File: config.mk
export PLATFORM = sky130hd
export DESIGN_NAME = octenc_round
export DESIGN_NICKNAME = d
export VERILOG_FILES = /design/src/rtl/core/octenc_pkg.sv /design/src/rtl/core/octenc_round.sv
export SDC_FILE = /design/constraint.sdc
export NUM_CORES = 1
export LEC_CHECK = 0
export BUFFER_PORTS_ARGS = -buffer_cell sky130_fd_sc_hd__buf_2
export CAP_MARGIN = 20
export CORE_MARGIN = 4
export CORE_UTILIZATION = 23
export CTS_CLUSTER_SIZE = 25
export DETAILED_ROUTE_END_ITERATION = 8
export PLACE_DENSITY_LB_ADDON = 0.3
export SYNTH_ARGS = -nofsm -noshare
export SYNTH_HDL_FRONTEND = slang
export SYNTH_SLANG_ARGS = --single-unit
export TNS_END_PERCENT = 50
File: constraint.sdc
create_clock -name clk_i -period 2.75 [get_ports clk_i]
set_input_delay 0.55 -clock clk_i [delete_from_list [all_inputs] [get_ports clk_i]]
set_output_delay 0.55 -clock clk_i [all_outputs]
set_load 0.1 [all_outputs]
File: src/rtl/core/octenc_pkg.sv
// ----------------------------------------------------------------------------
// octenc_pkg
// Shared constants for the octahedral normal encoder: default widths and the
// threshold register's width and reset value.
// ----------------------------------------------------------------------------
package octenc_pkg;

  // Default component and code widths.
  localparam int unsigned COMPONENT_BITS_DEF = 16;
  localparam int unsigned CODE_BITS_DEF      = 16;

  // Degenerate-length threshold register.
  localparam int unsigned        CFG_W        = 32;
  localparam logic [CFG_W-1:0]   MIN_LEN2_RST = 32'd107;

endpackage

File: src/rtl/core/octenc_round.sv
// ----------------------------------------------------------------------------
// octenc_round
// Output stage: rounds the quotient half up, saturates to the code range,
// substitutes the centre code for degenerate vectors and holds the item.
// ----------------------------------------------------------------------------
module octenc_round #(
  parameter int unsigned CODE_BITS = octenc_pkg::CODE_BITS_DEF
) (
  input  logic                 clk_i,
  input  logic                 rst_ni,
  input  logic                 in_valid_i,
  output logic                 in_ready_o,
  input  logic                 degen_i,
  input  logic [CODE_BITS+1:0] quo_u_i,
  input  logic [CODE_BITS+1:0] quo_v_i,
  output logic                 out_valid_o,
  input  logic                 out_ready_i,
  output logic [CODE_BITS-1:0] code_u_o,
  output logic [CODE_BITS-1:0] code_v_o,
  output logic                 degen_o
);
  import octenc_pkg::*;

  localparam int unsigned      QuoW   = CODE_BITS + 2;
  localparam logic [CODE_BITS-1:0] Center = CODE_BITS'(1) << (CODE_BITS - 1);

  logic                 v_q, rdy;
  logic [QuoW-1:0]      inc_u, inc_v;
  logic [CODE_BITS:0]   half_u, half_v;
  logic [CODE_BITS-1:0] code_u_d, code_v_d;
  logic [CODE_BITS-1:0] code_u_q, code_v_q;
  logic                 degen_q;

  assign rdy = !v_q || out_ready_i;

  // Round half up, then clamp +1.0 to the top code
  assign inc_u  = quo_u_i + QuoW'(1);
  assign inc_v  = quo_v_i + QuoW'(1);
  assign half_u = inc_u[QuoW-1:1];
  assign half_v = inc_v[QuoW-1:1];

  always_comb begin
    if (degen_i) begin
      code_u_d = Center;
      code_v_d = Center;
    end else begin
      code_u_d = half_u[CODE_BITS] ? '1 : half_u[CODE_BITS-1:0];
      code_v_d = half_v[CODE_BITS] ? '1 : half_v[CODE_BITS-1:0];
    end
  end

  always_ff @(posedge clk_i or negedge rst_ni) begin
    if (!rst_ni) begin
      v_q <= 1'b0;
    end else if (rdy) begin
      v_q <= in_valid_i;
    end
  end

  // Hold the item until taken
  always_ff @(posedge clk_i) begin
    if (rdy && in_valid_i) begin
      code_u_q <= code_u_d;
      code_v_q <= code_v_d;
      degen_q  <= degen_i;
    end
  end

  assign in_ready_o  = rdy;
  assign out_valid_o = v_q;
  assign code_u_o    = code_u_q;
  assign code_v_o    = code_v_q;
  assign degen_o     = degen_q;

endmodule

==> impl_metrics.yaml <==
status:
  outcome: "finished clean"
cts:
  clkLatencyLatePin_ps: 280
  numCtsBuffers: 5
  postCtsHoldBufs: 0
  cts-root-buf: "clkbuf_8"
  clkSlewWorstSetupHoldPaths_ps: 70
  cts_num_sinks: 34
  clock_path_buffers: 2
  postCtsSetupBuffers: 0
  cts_tree: "built"
  ctsResizeCount: 0
  cts_max_level: 2
die:
  start_util: 0.239
  pin_count: 76
  die-height_microns: 101
  die_area_sq_um: 10200
  core.rowCount: 33
  die_x_microns: 101
  core_area_sq_um: 8340
final_layout:
  drive_gt1_frac: 0.445
  antenna_cells: 0
  nFillCells: 881
  fin_util: 0.306
  finalNetCount: 287
  syn_to_final_growth_pct: 28.0
  final_area_sq_um: 2550
synth:
  synth_ff_type: "edfxtp_1"
  synth_edf_count: 33
  synth-seq-cells: 34
  syn-num-nets: 212
  ys_seq_area_frac: 0.509
  yosys.area.top_type: "edfxtp_1"
  yosys_warnings: 0
  syn_inst: 169
  ys_types: 37
  synthArstFlopShare: 0.0294
  synth_top_cell_area_share: 0.497
  netlist_area_sq_um: 2000
  synth.area.top_cells: "edfxtp_1 (50%), xor2_1 (6.1%), a21oi_2 (5.7%)"
  avgSynthCellArea_sq_um: 11.8
setup_path:
  cp-end-kind: "register"
  cp_max_fo: 14
  cp-start-kind: "primary input"
  criticalPathCategory: "primary input to register"
  critPathArrivalTime_ps: 1970
  crit_required_ps: 2750
  rr_worst_depth: 3
grt:
  grt_usage: 0.0974
  antenna_found_initial: 0
  overflow: 0
  grt_pass1_wl_mm: 7.53
  first_global_vias: 1531
  grt_max_degree: 35
power:
  finalPower_w: 0.00148
  p_leak_nw: 0.994
  p_sw_w: 0.000524
  p_seq_frac: 0.415
  p_comb_frac: 0.278
  power.density_nw_per_um2: 580
  ir_drop_mv: 0.270
  pwr-share-clk: 0.307
  swShare: 0.354
  intPower_w: 0.000957
timing:
  finalCriticalPeriod_ps: 1970
  slew_headroom: 0.439
  fin_worst_skew_ps: 5.08
  timing.fmax_mhz: 508
  worst_pin_slew_ps: 837
  finalSetupViolCount: 0
  slew_viol_final: 0
  hold_viol: 0
  tns_ps: 0
  hold_ws_ps: 22.6
  rsz0062_at_grt: "no"
  period_share: 0.716
route:
  vias: 1529
  drt-total-wl_mm: 5.03
  wl_per_cell_microns: 14.4
  drt_iter0_drc: 44
  final_antenna_net_count: 0
  via_per_inst: 4.37
  remaining_drc_errors: 0
  first_pass_iters: 4
worst_hold_path:
  min_path_type: "primary input to asynchronous set/reset pin"
flow_run:
  maxCapViolations: 0
place:
  postPlaceCellArea_sq_um: 2440
  routabilityCongestion: 0.749
  post-dp-hpwl_mm: 3.88
  port_buffers: 75
synthesized netlist by cell type, types with 2 or more instances:
master and instances:
a21oi_1 14, a21oi_2 13, a311oi_1 2, and2_1 4
and3_1 7, and4_1 5, buf_2 2, buf_6 3
clkdlybuf4s50_2 2, edfxtp_1 33, ha_1 2, inv_1 2
nand2_1 8, nand2b_1 2, nand3_1 10, nand4_1 4
nor2_1 6, nor3_1 5, nor3b_1 2, xnor2_1 13
xor2_1 14
state kept, by name (all words and copies together) (netlist names):
| signal | count |
|---|---|
| code_u_o | 16 |
| code_v_o | 16 |
| degen_o | 1 |
| out_valid_o | 1 |
final timing paths:
path / startpoint / to / slack, ps
setup / recovery: quo_u_i[3] / code_u_o[0] / 780
hold / removal: rst_ni / out_valid_o / 20
setup reg to reg: out_valid_o / code_v_o[0] / 1380
hold reg to reg: out_valid_o / out_valid_o / 520
max in group asynchronous: rst_ni / out_valid_o / 2650
min in group clk_i: in_valid_i / out_valid_o / 460
per-layer routing:
metal	share of wire	wire length, microns	GRT usage
met5	0	0	0
met4	0.0084	42	0.0307
met3	0.071	359	0.0289
met2	0.48	2410	0.159
met1	0.44	2220	0.124
worst max-delay path, stage by stage:
cell and delay (ps):
buf_2 120, and4_1 270, nand3_2 150, nor3_4 50, xnor2_2 650, a21oi_1 170
metrics by stage:
stage | worst slack (ps) | std cells
floorplan | 101 | 169
global placement | 509 | 342
detailed placement | 456 | 342
CTS | 795 | 350
global route | 683 | 350
finish | 782 | 350
cell usage in the layout, fill, tap and decap left out, types with 2 or more instances in the layout:
cell type,count
buf_2,75
nand3_1,10
clkinv_2,2
xor2_1,14
and3_1,7
and2_1,4
nor2_1,6
clkbuf_8,5
inv_1,2
and4_1,5
edfxtp_1,33
buf_4,2
nor3b_1,2
ha_1,2
nor3_1,5
a311oi_1,2
nand4_1,4
xnor2_1,13
nand2_1,8
a21oi_2,13
a21oi_1,14
logic make-up after synthesis:
logic type / synth area share
AND/OR/NAND/NOR: 0.191
flip-flops: 0.509
AO/OA/AOI/OAI: 0.111
XOR/XNOR: 0.135
buffers and inverters: 0.0414
adder cells (fa/ha/maj): 0.0125
power by group through the flow:
stage	logic, W	registers (W)	clock network, W
after floorplan	0.000100	0.000848	0
after global placement	0.000412	0.000629	0
after detailed placement	0.000415	0.000628	0
after CTS	0.000416	0.000616	0.000478
after global routing	0.000432	0.000619	0.000497
final	0.000412	0.000615	0.000454
cell type report:
| type | instances | area (sq um) | share of cell area |
|---|---|---|---|
| clock inverter | 3 | 40.0 | 0.0157 |
| timing repair buffer | 77 | 390 | 0.153 |
| clock buffer | 5 | 68.8 | 0.0269 |
| tap | 105 | 131 | 0.0514 |
| sequential | 34 | 1020 | 0.398 |
| multi-input combinational | 124 | 900 | 0.352 |
| inverter | 2 | 7.51 | 0.00294 |
Note: power is estimated with default switching activity, not from simulation.
