<file path="src/rtl/core/octenc_pkg.sv">
// ----------------------------------------------------------------------------
// octenc_pkg
// Shared constants for the octahedral normal encoder: default widths and the
// threshold register's width and reset value.
// ----------------------------------------------------------------------------
package octenc_pkg;

  // Default component and code widths.
  localparam int unsigned COMPONENT_BITS_DEF = 16;
  localparam int unsigned CODE_BITS_DEF      = 16;

  // Degenerate-length threshold register.
  localparam int unsigned        CFG_W        = 32;
  localparam logic [CFG_W-1:0]   MIN_LEN2_RST = 32'd107;

endpackage

</file>
<file path="src/rtl/core/octenc_div.sv">
// ----------------------------------------------------------------------------
// octenc_div
// Pipelined restoring divider, one quotient bit per stage, two lanes that
// share the divisor. Produces floor(num * 2^CODE_BITS / sum) for num in
// [0, 2*sum]: two integer bits, then CODE_BITS fraction bits.
// ----------------------------------------------------------------------------
module octenc_div #(
  parameter int unsigned COMPONENT_BITS = octenc_pkg::COMPONENT_BITS_DEF,
  parameter int unsigned CODE_BITS      = octenc_pkg::CODE_BITS_DEF
) (
  input  logic                      clk_i,
  input  logic                      rst_ni,
  input  logic                      in_valid_i,
  output logic                      in_ready_o,
  input  logic                      degen_i,
  input  logic [COMPONENT_BITS:0]   sum_i,
  input  logic [COMPONENT_BITS+1:0] num_u_i,
  input  logic [COMPONENT_BITS+1:0] num_v_i,
  output logic                      out_valid_o,
  input  logic                      out_ready_i,
  output logic                      degen_o,
  output logic [CODE_BITS+1:0]      quo_u_o,
  output logic [CODE_BITS+1:0]      quo_v_o
);
  import octenc_pkg::*;

  localparam int unsigned SumW  = COMPONENT_BITS + 1;
  localparam int unsigned NumW  = COMPONENT_BITS + 2;
  localparam int unsigned QuoW  = CODE_BITS + 2;
  localparam int unsigned Steps = QuoW;

  // Stage registers, one element per quotient bit
  logic            v_q     [Steps];
  logic            rdy     [Steps];
  logic            degen_q [Steps];
  logic [SumW-1:0] sum_q   [Steps];
  logic [NumW-1:0] rem_u_q [Steps];
  logic [NumW-1:0] rem_v_q [Steps];
  logic [QuoW-1:0] quo_u_q [Steps];
  logic [QuoW-1:0] quo_v_q [Steps];

  for (genvar k = 0; k < Steps; k++) begin : g_step
    localparam int unsigned Pos = Steps - 1 - k;
    localparam bit          IntBit = (Pos >= CODE_BITS);
    localparam int unsigned Sh = IntBit ? (Pos - CODE_BITS) : 0;

    logic            v_in, degen_in, rdy_out;
    logic [SumW-1:0] sum_in;
    logic [NumW-1:0] rem_u_in, rem_v_in;
    logic [QuoW-1:0] quo_u_in, quo_v_in;
    logic [NumW-1:0] dvs, rem_u_sh, rem_v_sh, rem_u_d, rem_v_d;
    logic [QuoW-1:0] quo_u_d, quo_v_d;
    logic            ge_u, ge_v;

    // Select the upstream side
    if (k == 0) begin : g_head
      assign v_in     = in_valid_i;
      assign degen_in = degen_i;
      assign sum_in   = sum_i;
      assign rem_u_in = num_u_i;
      assign rem_v_in = num_v_i;
      assign quo_u_in = '0;
      assign quo_v_in = '0;
    end else begin : g_body
      assign v_in     = v_q[k-1];
      assign degen_in = degen_q[k-1];
      assign sum_in   = sum_q[k-1];
      assign rem_u_in = rem_u_q[k-1];
      assign rem_v_in = rem_v_q[k-1];
      assign quo_u_in = quo_u_q[k-1];
      assign quo_v_in = quo_v_q[k-1];
    end

    if (k == Steps - 1) begin : g_tail
      assign rdy_out = out_ready_i;
    end else begin : g_mid
      assign rdy_out = rdy[k+1];
    end

    assign rdy[k] = !v_q[k] || rdy_out;

    // Integer bits compare against a shifted divisor; fraction bits shift the remainder
    if (IntBit) begin : g_int
      assign dvs      = NumW'(sum_in) << Sh;
      assign rem_u_sh = rem_u_in;
      assign rem_v_sh = rem_v_in;
    end else begin : g_frac
      assign dvs      = NumW'(sum_in);
      assign rem_u_sh = rem_u_in << 1;
      assign rem_v_sh = rem_v_in << 1;
    end

    assign ge_u    = rem_u_sh >= dvs;
    assign ge_v    = rem_v_sh >= dvs;
    assign rem_u_d = ge_u ? (rem_u_sh - dvs) : rem_u_sh;
    assign rem_v_d = ge_v ? (rem_v_sh - dvs) : rem_v_sh;

    always_comb begin
      quo_u_d      = quo_u_in;
      quo_v_d      = quo_v_in;
      quo_u_d[Pos] = ge_u;
      quo_v_d[Pos] = ge_v;
    end

    // Advance valid when this stage frees up
    always_ff @(posedge clk_i or negedge rst_ni) begin
      if (!rst_ni) begin
        v_q[k] <= 1'b0;
      end else if (rdy[k]) begin
        v_q[k] <= v_in;
      end
    end

    always_ff @(posedge clk_i) begin
      if (rdy[k] && v_in) begin
        degen_q[k] <= degen_in;
        sum_q[k]   <= sum_in;
        rem_u_q[k] <= rem_u_d;
        rem_v_q[k] <= rem_v_d;
        quo_u_q[k] <= quo_u_d;
        quo_v_q[k] <= quo_v_d;
      end
    end
  end

  assign in_ready_o  = rdy[0];
  assign out_valid_o = v_q[Steps-1];
  assign degen_o     = degen_q[Steps-1];
  assign quo_u_o     = quo_u_q[Steps-1];
  assign quo_v_o     = quo_v_q[Steps-1];

endmodule

</file>
<file path="config.mk">
export PLATFORM = sky130hd
export DESIGN_NAME = octenc_div
export DESIGN_NICKNAME = d
export VERILOG_FILES = /design/src/rtl/core/octenc_pkg.sv /design/src/rtl/core/octenc_div.sv
export SDC_FILE = /design/constraint.sdc
export NUM_CORES = 2
export LEC_CHECK = 0
export BUFFER_PORTS_ARGS = -buffer_cell sky130_fd_sc_hd__buf_2
export CAP_MARGIN = 10
export CELL_PAD_IN_SITES_DETAIL_PLACEMENT = 0
export CELL_PAD_IN_SITES_GLOBAL_PLACEMENT = 1
export CORE_ASPECT_RATIO = 0.8
export CORE_MARGIN = 2
export CORE_UTILIZATION = 45
export DETAILED_ROUTE_END_ITERATION = 8
export PLACE_DENSITY_LB_ADDON = 0.25
export SLEW_MARGIN = 10
export SYNTH_ARGS = -nofsm -noshare
export SYNTH_HDL_FRONTEND = slang
export SYNTH_SLANG_ARGS = --single-unit
</file>
<file path="constraint.sdc">
create_clock -name clk_i -period 14 [get_ports clk_i]
set_input_delay 4.2 -clock clk_i [delete_from_list [all_inputs] [get_ports clk_i]]
set_output_delay 4.2 -clock clk_i [all_outputs]
set_load 0.05 [all_outputs]
</file>
==> impl_metrics.ini <==
[outcome]
outcome = finished, final reports clean

[grt]
grt_pass1_vias = 43600
grt_use_met2 = 0.308
track_usage = 0.201
grt_pass1_wl_mm = 256
grt-ovfl-total = 0
top_usage_layer = met2
antenna_found_initial = 3
grt_max_degree = 71
grt_util_met1 = 0.303
globalRouteMet3Util = 0.0274

[place]
dp_hpwl_mm = 128
gp_congestion = 0.875
post-place-ws_ns = 3.21
port_buffers = 96

[yosys]
synth-edff-count = 1229
synth-seq-cells = 1247
syn_inst = 6015
avgSynthCellArea_um2 = 11.8
netlist_area_um2 = 71300
synth_ff_type = edfxtp_1
synth_async_sr_flop_share = 0.0144
yosysWarnings = 0
ys_types = 83
synth-seq-area-share = 0.524
synth_nets = 6717

[critical_path]
crit_buf_inv = 4
crit_chain = buf_2, nor2b_1, nand3_1, nor2_1, nand2_1, nor4_1, buf_4, nand4_1, inv_1, nand3_1, buf_2
crit_required_ns = 9.80
critical_path_depth = 11
critPathTopFamily = simple AND/OR/NAND/NOR gates
path_max_fanout = 5
slowest_stage = nor2b_1
r2r_cells = 10
cp-end-kind = primary output
crit_type = in -> out
critPathMaxStageDelay_ns = 0.38
crit_arrival_ns = 6.57
worstSetupStartpointType = input pin

[floorplanning]
rows = 130
pin_count = 97
die_x_um = 449
start_util = 0.454
core_area_um2 = 157000
dieArea_um2 = 162000
die_h_um = 360

[routing]
drc = 0
ant_nets = 0
drt_first_pass_iters = 6
vias = 46100
wl_mm = 166
wl_per_cell_um = 19.8
vias_per_cell = 5.49
drt_first_iter_violations = 3779

[sta]
setup-tns-final_ns = 0
whs_ns = 0.414
rsz0062_at_grt = no
finalWorstSetupSlack_ns = 3.23
worstMarginPinSlew_ns = 1.22
fmax_mhz = 92.8
finalSetupViolations = 0
max-slew-margin-rel = 0.173
hold_violations = 0
clock_skew_ns = 0.0375
slew_viol_final = 0
post-route-period-util = 0.769
post-route-min-period_ns = 10.77

[hold_path]
min_path_type = reg -> reg
whs_path_depth = 0

[clock_tree]
cts_max_path_buffers = 3
cts_tree = yes
cts-resized-gates = 0
clk_pin_slew_ns = 0.06
cts_sinks = 1247
clkLatencyLatePin_ns = 0.78
post_cts_buffers = 0
postCtsHoldBufs = 0
cts_buffers = 134
htreeDepth = 4
root_buffer = clkbuf_16

[cells_and_area]
final_common_cell = edfxtp_1
nNetsFinal = 6889
drive_gt1_frac = 0.120
areaGrowthSynthToFinish_pct = 10.4
mostFrequentLayoutCells = edfxtp_1 (1229), ha_1 (610), inv_1 (479)

[power_and_ir_drop]
p_leak_nw = 31.1
power_density_nw_per_um2 = 242
ir_drop_uv = 144

[run]
maxCapViolations = 0
[synthesized netlist by cell type (19+ instances only)]
cell         n  area share
edfxtp_1  1229        0.52
ha_1       610        0.11
inv_1      479       0.025
nor2_1     437       0.023
a21oi_1    428       0.030
mux2_2     342       0.054
o21ai_0    323       0.023
nand2_1    288       0.015
xnor2_1    288       0.035
xor2_1     143       0.018
nor3_1     121      0.0085
a21o_1     118       0.012
nor2b_1     95      0.0083
nand3_1     88      0.0062
o21a_1      84      0.0088
nand4_1     81      0.0071
nand2b_1    70      0.0061
clkbuf_1    59      0.0031
a31oi_1     52      0.0046
and2_1      47      0.0041
mux2i_1     39      0.0055
fa_1        34      0.0096
o21bai_1    34      0.0036
o31ai_1     30      0.0032
a211o_1     29      0.0036
a211oi_1    29      0.0031
a21boi_0    29      0.0031
buf_2       28      0.0020
and3_1      26      0.0023
o211ai_1    24      0.0025
o21ai_1     23      0.0016
or2_2       21      0.0018
o41ai_1     20      0.0025
nor4_1      19      0.0017
[worst paths after layout]
kind / startpoint / endpoint / slack [ns]
max in group asynchronous: rst_ni / g_step[7].v_in / 10.34
min in group asynchronous: rst_ni / out_valid_o / 3.36
max reg2reg: sum_q[8][0] / rem_v_q[9][2] / 9.50
max: out_ready_i / in_ready_o / 3.23
min: quo_v_q[1][16] / quo_v_q[2][16] / 0.41
min reg2reg: quo_v_q[1][16] / quo_v_q[2][16] / 0.41
[area by class of cell]
cell class,count,area (um2)
multi-input cells,4195,31800
clock buffers,154,3530
repair buffers,130,743
fillers,13900,78400
flip-flops and latches,1247,37400
well taps,2112,2640
diodes,1,2.50
clock inverters,81,797
inverters,479,1800
[metal layers]
metal	vias up	wire, um
met3	175	6620
met1	22300	83600
met5	-	0
li1	22700	-
met4	0	2790
met2	867	73300
[state kept, by name (all words and copies together), names as in the netlist]
| name | flops |
|---|---|
| rem_u_q | 290 |
| quo_v_q | 171 |
| sum_q | 289 |
| out_valid_o | 1 |
| rem_v_q | 290 |
| g_step.v_in | 17 |
| quo_u_q | 171 |
| degen_q | 18 |
[where the power goes]
group | internal (mW) | switching (mW)
logic | 3.87 | 5.02
registers | 5.94 | 0.698
clock network | 2.05 | 1.47
[stage by stage]
step / area, um2 / power [mW] / utilization / cells
floorplan: 71300 / 13.1 / - / 6015
global placement: 74300 / 15.4 / 0.473 / 8162
detailed placement: 74300 / 15.5 / 0.473 / 8162
CTS: 78700 / 19.1 / 0.501 / 8397
global route: 78700 / 20.4 / 0.501 / 8398
finish: 78700 / 19.0 / 0.501 / 8399
[kinds of logic after synthesis]
group | synth area share
AO/OA/AOI/OAI | 0.122
AND/OR/NAND/NOR | 0.0919
flip-flops | 0.524
adder cells (fa/ha/maj) | 0.117
buffers and inverters | 0.0311
XOR/XNOR | 0.0530
multiplexers | 0.0615
[worst reg2reg max path: stages (launching register included)]
cell and delay (ns):
edfxtp_1 0.56, fa_1 0.52, nor2b_1 0.14, o21ai_1 0.09, a21boi_1 0.29, o41ai_2 0.17
o21ai_1 0.57, a41oi_1 0.30, o21ai_0 0.33, a211o_1 0.80, mux2_2 0.47
No activity file was read; power rests on OpenSTA's default activity.
