File: src/rtl/core/octenc_pkg.sv
// ----------------------------------------------------------------------------
// octenc_pkg
// Shared constants for the octahedral normal encoder: default widths and the
// threshold register's width and reset value.
// ----------------------------------------------------------------------------
package octenc_pkg;

  // Default component and code widths.
  localparam int unsigned COMPONENT_BITS_DEF = 16;
  localparam int unsigned CODE_BITS_DEF      = 16;

  // Degenerate-length threshold register.
  localparam int unsigned        CFG_W        = 32;
  localparam logic [CFG_W-1:0]   MIN_LEN2_RST = 32'd107;

endpackage

File: src/rtl/core/octenc_front.sv
// ----------------------------------------------------------------------------
// octenc_front
// Three-stage front end: squares and magnitudes, then squared length and
// L1 sum, then the degenerate test and the octahedral numerators.
// ----------------------------------------------------------------------------
module octenc_front #(
  parameter int unsigned COMPONENT_BITS = octenc_pkg::COMPONENT_BITS_DEF
) (
  input  logic                               clk_i,
  input  logic                               rst_ni,
  input  logic [octenc_pkg::CFG_W-1:0]       min_len2_i,
  input  logic                               in_valid_i,
  output logic                               in_ready_o,
  input  logic signed [COMPONENT_BITS-1:0]   x_i,
  input  logic signed [COMPONENT_BITS-1:0]   y_i,
  input  logic signed [COMPONENT_BITS-1:0]   z_i,
  output logic                               out_valid_o,
  input  logic                               out_ready_i,
  output logic                               degen_o,
  output logic [COMPONENT_BITS:0]            sum_o,
  output logic [COMPONENT_BITS+1:0]          num_u_o,
  output logic [COMPONENT_BITS+1:0]          num_v_o
);
  import octenc_pkg::*;

  localparam int unsigned MagW = COMPONENT_BITS;
  localparam int unsigned SqW  = 2 * COMPONENT_BITS - 1;
  localparam int unsigned LenW = 2 * COMPONENT_BITS;
  localparam int unsigned SumW = COMPONENT_BITS + 1;
  localparam int unsigned NumW = COMPONENT_BITS + 2;
  localparam int unsigned CmpW = (LenW > CFG_W) ? LenW : CFG_W;

  // Per-stage handshake
  logic a_v_q, b_v_q, c_v_q;
  logic a_rdy, b_rdy, c_rdy;

  assign c_rdy = !c_v_q || out_ready_i;
  assign b_rdy = !b_v_q || c_rdy;
  assign a_rdy = !a_v_q || b_rdy;

  assign in_ready_o  = a_rdy;
  assign out_valid_o = c_v_q;

  always_ff @(posedge clk_i or negedge rst_ni) begin
    if (!rst_ni) begin
      a_v_q <= 1'b0;
      b_v_q <= 1'b0;
      c_v_q <= 1'b0;
    end else begin
      if (a_rdy) a_v_q <= in_valid_i;
      if (b_rdy) b_v_q <= a_v_q;
      if (c_rdy) c_v_q <= b_v_q;
    end
  end

  // Stage A: squares, magnitudes and signs
  logic signed [2*COMPONENT_BITS-1:0] prod_x, prod_y, prod_z;
  logic [MagW-1:0] mag_x_d, mag_y_d, mag_z_d;
  logic [SqW-1:0]  sq_x_q, sq_y_q, sq_z_q;
  logic [MagW-1:0] mag_x_a_q, mag_y_a_q, mag_z_a_q;
  logic            neg_x_a_q, neg_y_a_q, neg_z_a_q;

  assign prod_x  = x_i * x_i;
  assign prod_y  = y_i * y_i;
  assign prod_z  = z_i * z_i;
  assign mag_x_d = x_i[COMPONENT_BITS-1] ? $unsigned(-x_i) : $unsigned(x_i);
  assign mag_y_d = y_i[COMPONENT_BITS-1] ? $unsigned(-y_i) : $unsigned(y_i);
  assign mag_z_d = z_i[COMPONENT_BITS-1] ? $unsigned(-z_i) : $unsigned(z_i);

  always_ff @(posedge clk_i) begin
    if (a_rdy && in_valid_i) begin
      sq_x_q    <= prod_x[SqW-1:0];
      sq_y_q    <= prod_y[SqW-1:0];
      sq_z_q    <= prod_z[SqW-1:0];
      mag_x_a_q <= mag_x_d;
      mag_y_a_q <= mag_y_d;
      mag_z_a_q <= mag_z_d;
      neg_x_a_q <= x_i[COMPONENT_BITS-1];
      neg_y_a_q <= y_i[COMPONENT_BITS-1];
      neg_z_a_q <= z_i[COMPONENT_BITS-1];
    end
  end

  // Stage B: squared length and L1 sum
  logic [LenW-1:0] len2_d, len2_q;
  logic [SumW-1:0] sum_b_d, sum_b_q;
  logic [MagW-1:0] mag_x_b_q, mag_y_b_q;
  logic            neg_x_b_q, neg_y_b_q, neg_z_b_q;

  assign len2_d  = LenW'(sq_x_q) + LenW'(sq_y_q) + LenW'(sq_z_q);
  assign sum_b_d = SumW'(mag_x_a_q) + SumW'(mag_y_a_q) + SumW'(mag_z_a_q);

  always_ff @(posedge clk_i) begin
    if (b_rdy && a_v_q) begin
      len2_q    <= len2_d;
      sum_b_q   <= sum_b_d;
      mag_x_b_q <= mag_x_a_q;
      mag_y_b_q <= mag_y_a_q;
      neg_x_b_q <= neg_x_a_q;
      neg_y_b_q <= neg_y_a_q;
      neg_z_b_q <= neg_z_a_q;
    end
  end

  // Stage C: threshold test and numerators over [0, 2*sum]
  logic            degen_d;
  logic [NumW-1:0] sum_n, sum2_n, ax_n, ay_n;
  logic [NumW-1:0] num_u_d, num_v_d;
  logic            degen_q;
  logic [SumW-1:0] sum_c_q;
  logic [NumW-1:0] num_u_q, num_v_q;

  assign degen_d = CmpW'(len2_q) <= CmpW'(min_len2_i);
  assign sum_n   = NumW'(sum_b_q);
  assign sum2_n  = sum_n << 1;
  assign ax_n    = NumW'(mag_x_b_q);
  assign ay_n    = NumW'(mag_y_b_q);

  always_comb begin
    if (neg_z_b_q) begin
      // fold the lower hemisphere
      num_u_d = neg_x_b_q ? ay_n : (sum2_n - ay_n);
      num_v_d = neg_y_b_q ? ax_n : (sum2_n - ax_n);
    end else begin
      num_u_d = neg_x_b_q ? (sum_n - ax_n) : (sum_n + ax_n);
      num_v_d = neg_y_b_q ? (sum_n - ay_n) : (sum_n + ay_n);
    end
  end

  always_ff @(posedge clk_i) begin
    if (c_rdy && b_v_q) begin
      degen_q <= degen_d;
      sum_c_q <= sum_b_q;
      num_u_q <= num_u_d;
      num_v_q <= num_v_d;
    end
  end

  assign degen_o = degen_q;
  assign sum_o   = sum_c_q;
  assign num_u_o = num_u_q;
  assign num_v_o = num_v_q;

endmodule

File: config.mk
export PLATFORM = sky130hd
export DESIGN_NAME = octenc_front
export DESIGN_NICKNAME = d
export VERILOG_FILES = /design/src/rtl/core/octenc_pkg.sv /design/src/rtl/core/octenc_front.sv
export SDC_FILE = /design/constraint.sdc
export NUM_CORES = 2
export LEC_CHECK = 0
export BUFFER_PORTS_ARGS = -buffer_cell sky130_fd_sc_hd__buf_2
export CAP_MARGIN = 20
export CELL_PAD_IN_SITES_DETAIL_PLACEMENT = 0
export CELL_PAD_IN_SITES_GLOBAL_PLACEMENT = 1
export CORE_ASPECT_RATIO = 1.25
export CORE_MARGIN = 3
export CORE_UTILIZATION = 52
export CTS_CLUSTER_SIZE = 20
export DETAILED_ROUTE_END_ITERATION = 12
export PLACE_DENSITY = 0.84
export REMOVE_ABC_BUFFERS = 1
export SLEW_MARGIN = 40
export SYNTH_ARGS = -nofsm -noshare
export SYNTH_HDL_FRONTEND = slang
export SYNTH_SLANG_ARGS = --single-unit
File: constraint.sdc
create_clock -name clk_i -period 5.93 [get_ports clk_i]
set_input_delay 0 -clock clk_i [delete_from_list [all_inputs] [get_ports clk_i]]
set_output_delay 0 -clock clk_i [all_outputs]
set_load 0.02 [all_outputs]
==> impl_results.md <==
* Synthesis-to-layout area growth at 12.1%
* Setup-failing EPs final at 0
* WL/cell at 17.6 µm
* Area post-placement at 46,800 µm²
* Crit Path Class: primary input to flip-flop
* # clock sinks at 278
* Die X at 263 µm
* Grt peak-use layer: met2
* Cells after DPL at 5,722
* Initial antenna violation count at 0
* Gate Count Post-Synth at 4,342
* Cell accounting for the most synthesized area: fa_1
* Worst EP required at 6.26 ns
* 1st-iter DRT viols at 1,553
* M3 GR Usage at 1.42%
* Main flop type after synthesis: edfxtp_1
* First-pass GRT wire length at 167 mm
* Min-delay src: z_i[6]
* Commonest non-fill, non-tap cell in the layout: inv_1
* Row Count at 117
* TritonCTS Buffers at 30
* Tightest Hold Check Type: primary input to flip-flop
* # port buffers at 139
* Max Fclk at 175 MHz
* Post-Route WL at 102 mm
* R2R Path End: num_u_o[17]$_DFFE_PP_
* Core area at 81,700 µm²
* CP startpoint kind: primary input
* Residual DRC at 0
* Hold path cells at 3
* NumNets Final at 5,930
* Grt ovf at 0
* Bufs and invs on worst path at 6
* RSZ-0062 raised after global routing: true
* Netlist cell types at 81
* Gr usage total at 24.3%
* Largest net degree at the start of global routing at 75
* Via density at 5.25
* Share of cells above drive strength 1 at 11.8%
* Crit share post-route at 96.3%
* Most frequent cells in the layout: inv_1, fa_1, ha_1, nand2_1, edfxtp_1
* Worst Path Arrival at 6.04 ns
* Worst-path cell chain: dlygate4sd3_1, buf_4, inv_1, nor2_1, fa_1, inv_1, fa_2, fa_1, fa_1, inv_1, fa_1, fa_1, ha_1, buf_4, a21oi_1, nor2b_1, nor4b_4, a21oi_2, a221o_2, a2111oi_4, o21bai_1, a21oi_1, xnor2_1
* Root buffer cell: clkbuf_16
* Vias at 30,400
* Setup Skew at 0.0136 ns
* Routed Antenna Nets at 0
* # IOs at 140
* Syn. warnings at 0
* Status: completed
* CP delay by family, top: adder cells
* Max cap viols at 0
* CTS tree: yes
* Vias in the first global route at 32,700
* CP Capture Type: flip-flop
* Die footprint at 86,200 µm²
* CTS H-tree depth at 1
* Most used cell, CP: fa_1
* Synthesized area at 43,000 µm²
* CTS Buffer Depth at 3
* Post-Layout Cell Count at 5,795
* Largest fanout on the critical path at 6
* Grt met1 use at 29.1%
* Worst r2r src: mag_x_b_q[0]$_DFFE_PP_
* Post-synth ARST share at 1.08%
* GP Congestion at 0.937
* HPWL after DPL at 89.0 mm
* Worst skew pair latency at 0.58 ns
* WHS Endpoint: mag_z_a_q[6]$_DFFE_PP_
* Final-report max-slew violation count at 0
* CP max stage cell: fa_2
* 1st-pass router iterations at 5
* Synth top area share at 34.4%
* CTS clk-pin slew, worst paths at 0.06 ns
* Avg Inst Size Synth at 9.90 µm²
* M2 GR Usage at 45.0%
* Initial Util at 52.6%
* Slew HR at 44.5%
* Reg2reg setup slack at 1.69 ns
* Fin area at 48,200 µm²
* N_diodes at 0
* Die height at 328 µm
* Hold_ws at 0.0348 ns
* Final min period at 5.71 ns
* Hold Violations, Final at 0
* Final Core Density at 59.0%
* Reg2reg path depth at 12
* CP max stage delay at 0.57 ns
* Sequential fraction of the synthesis area at 19.4%
* Number of flops mapped to enable cells by yosys at 275
* Worst slew pin tran at 0.822 ns
* Most area-consuming cells after synthesis: fa_1, edfxtp_1, ha_1
* Post-synthesis register bit count at 278
[timing repair]
item                       in CTS  in global routing
resized for setup               0                 61
setup buffers                   0                  1
hold buffers                   17                  0
setup endpoints to repair       0                 11
hold endpoints to repair       28                  0
[stage by stage]
stage	setup slack [ns]	setup TNS [ns]
global route	-0.0570	-0.103
CTS	0.0290	0
finish	0.219	0
global placement	-0.0478	-0.0478
detailed placement	-0.158	-0.479
floorplan	-0.0151	-0.0151
[metal layers]
| metal | up-vias | routed length [µm] |
|---|---|---|
| met5 | - | 0 |
| met4 | 0 | 5580 |
| met3 | 243 | 3400 |
| met2 | 683 | 53600 |
| met1 | 15100 | 39600 |
| li1 | 14300 | - |
[sequential cells by signal, summed over array words and instances (netlist names)]
| register | cells |
|---|---|
| num_u_o | 18 |
| a_v_q | 1 |
| degen_o | 1 |
| sq_x_q | 30 |
| sum_o | 17 |
| neg_y_a_q | 1 |
| mag_y_b_q | 16 |
| mag_y_a_q | 15 |
| sum_b_q | 16 |
| sq_z_q | 30 |
| sq_y_q | 30 |
| out_valid_o | 1 |
| neg_x_b_q | 1 |
| num_v_o | 18 |
| b_v_q | 1 |
| neg_z_a_q | 1 |
| mag_x_a_q | 15 |
| len2_q | 32 |
| mag_z_a_q | 15 |
| neg_z_b_q | 1 |
| neg_x_a_q | 1 |
| neg_y_b_q | 1 |
| mag_x_b_q | 16 |
[tightest hold or removal path: stages]
cell     delay [ns]
buf_2          0.14
buf_4          0.20
xnor2_1        0.16
[logic make-up after synthesis]
family                     share of synthesized area (%)
AOI/OAI and AO/OA                                   8.46
DFF                                                 19.4
adders and majority gates                           46.2
muxes                                              0.323
buffers and inverters                               10.3
and+or+nand+nor                                     9.37
xor gates and xnor gates                            5.95
other                                            0.00872
[cell usage after synthesis (17+ instances only)]
cell,instances
and2_1,73
nand4_1,20
o31ai_1,21
nor3_1,40
xor2_1,60
o21ai_0,99
edfxtp_1,275
nor2_1,234
ha_1,408
fa_1,738
a21o_1,88
nor2b_1,28
nand2_1,339
nand3_1,48
a31oi_1,30
o21a_1,17
inv_1,1064
xnor2_1,232
nand2b_1,34
a21oi_1,138
clkbuf_1,88
[worst max-delay path by stage]
stage               depth (start not counted)                   end  slack, ns    start
floorplan                                  21  sq_x_q[30]$_DFFE_PP_      -0.02  x_i[15]
global placement                           22  sq_x_q[30]$_DFFE_PP_      -0.05  x_i[15]
detailed placement                         23  sq_x_q[30]$_DFFE_PP_      -0.16   x_i[9]
CTS                                        25  sq_x_q[30]$_DFFE_PP_       0.03  x_i[13]
global route                               23  sq_x_q[30]$_DFFE_PP_      -0.06   x_i[0]
finish                                     23  sq_z_q[29]$_DFFE_PP_       0.22   z_i[8]
[cell type report]
cell class	instances	area, µm²
inverter	1078	4050
clock inverter	21	255
multi-input combinational	2887	30500
timing repair buffer	425	2980
sequential	278	8330
tap	1071	1340
clock buffer	35	791
fill	7023	33500
Power is not shown: default switching activity piles up to over one toggle a cycle in this logic, so the estimate is an artifact.
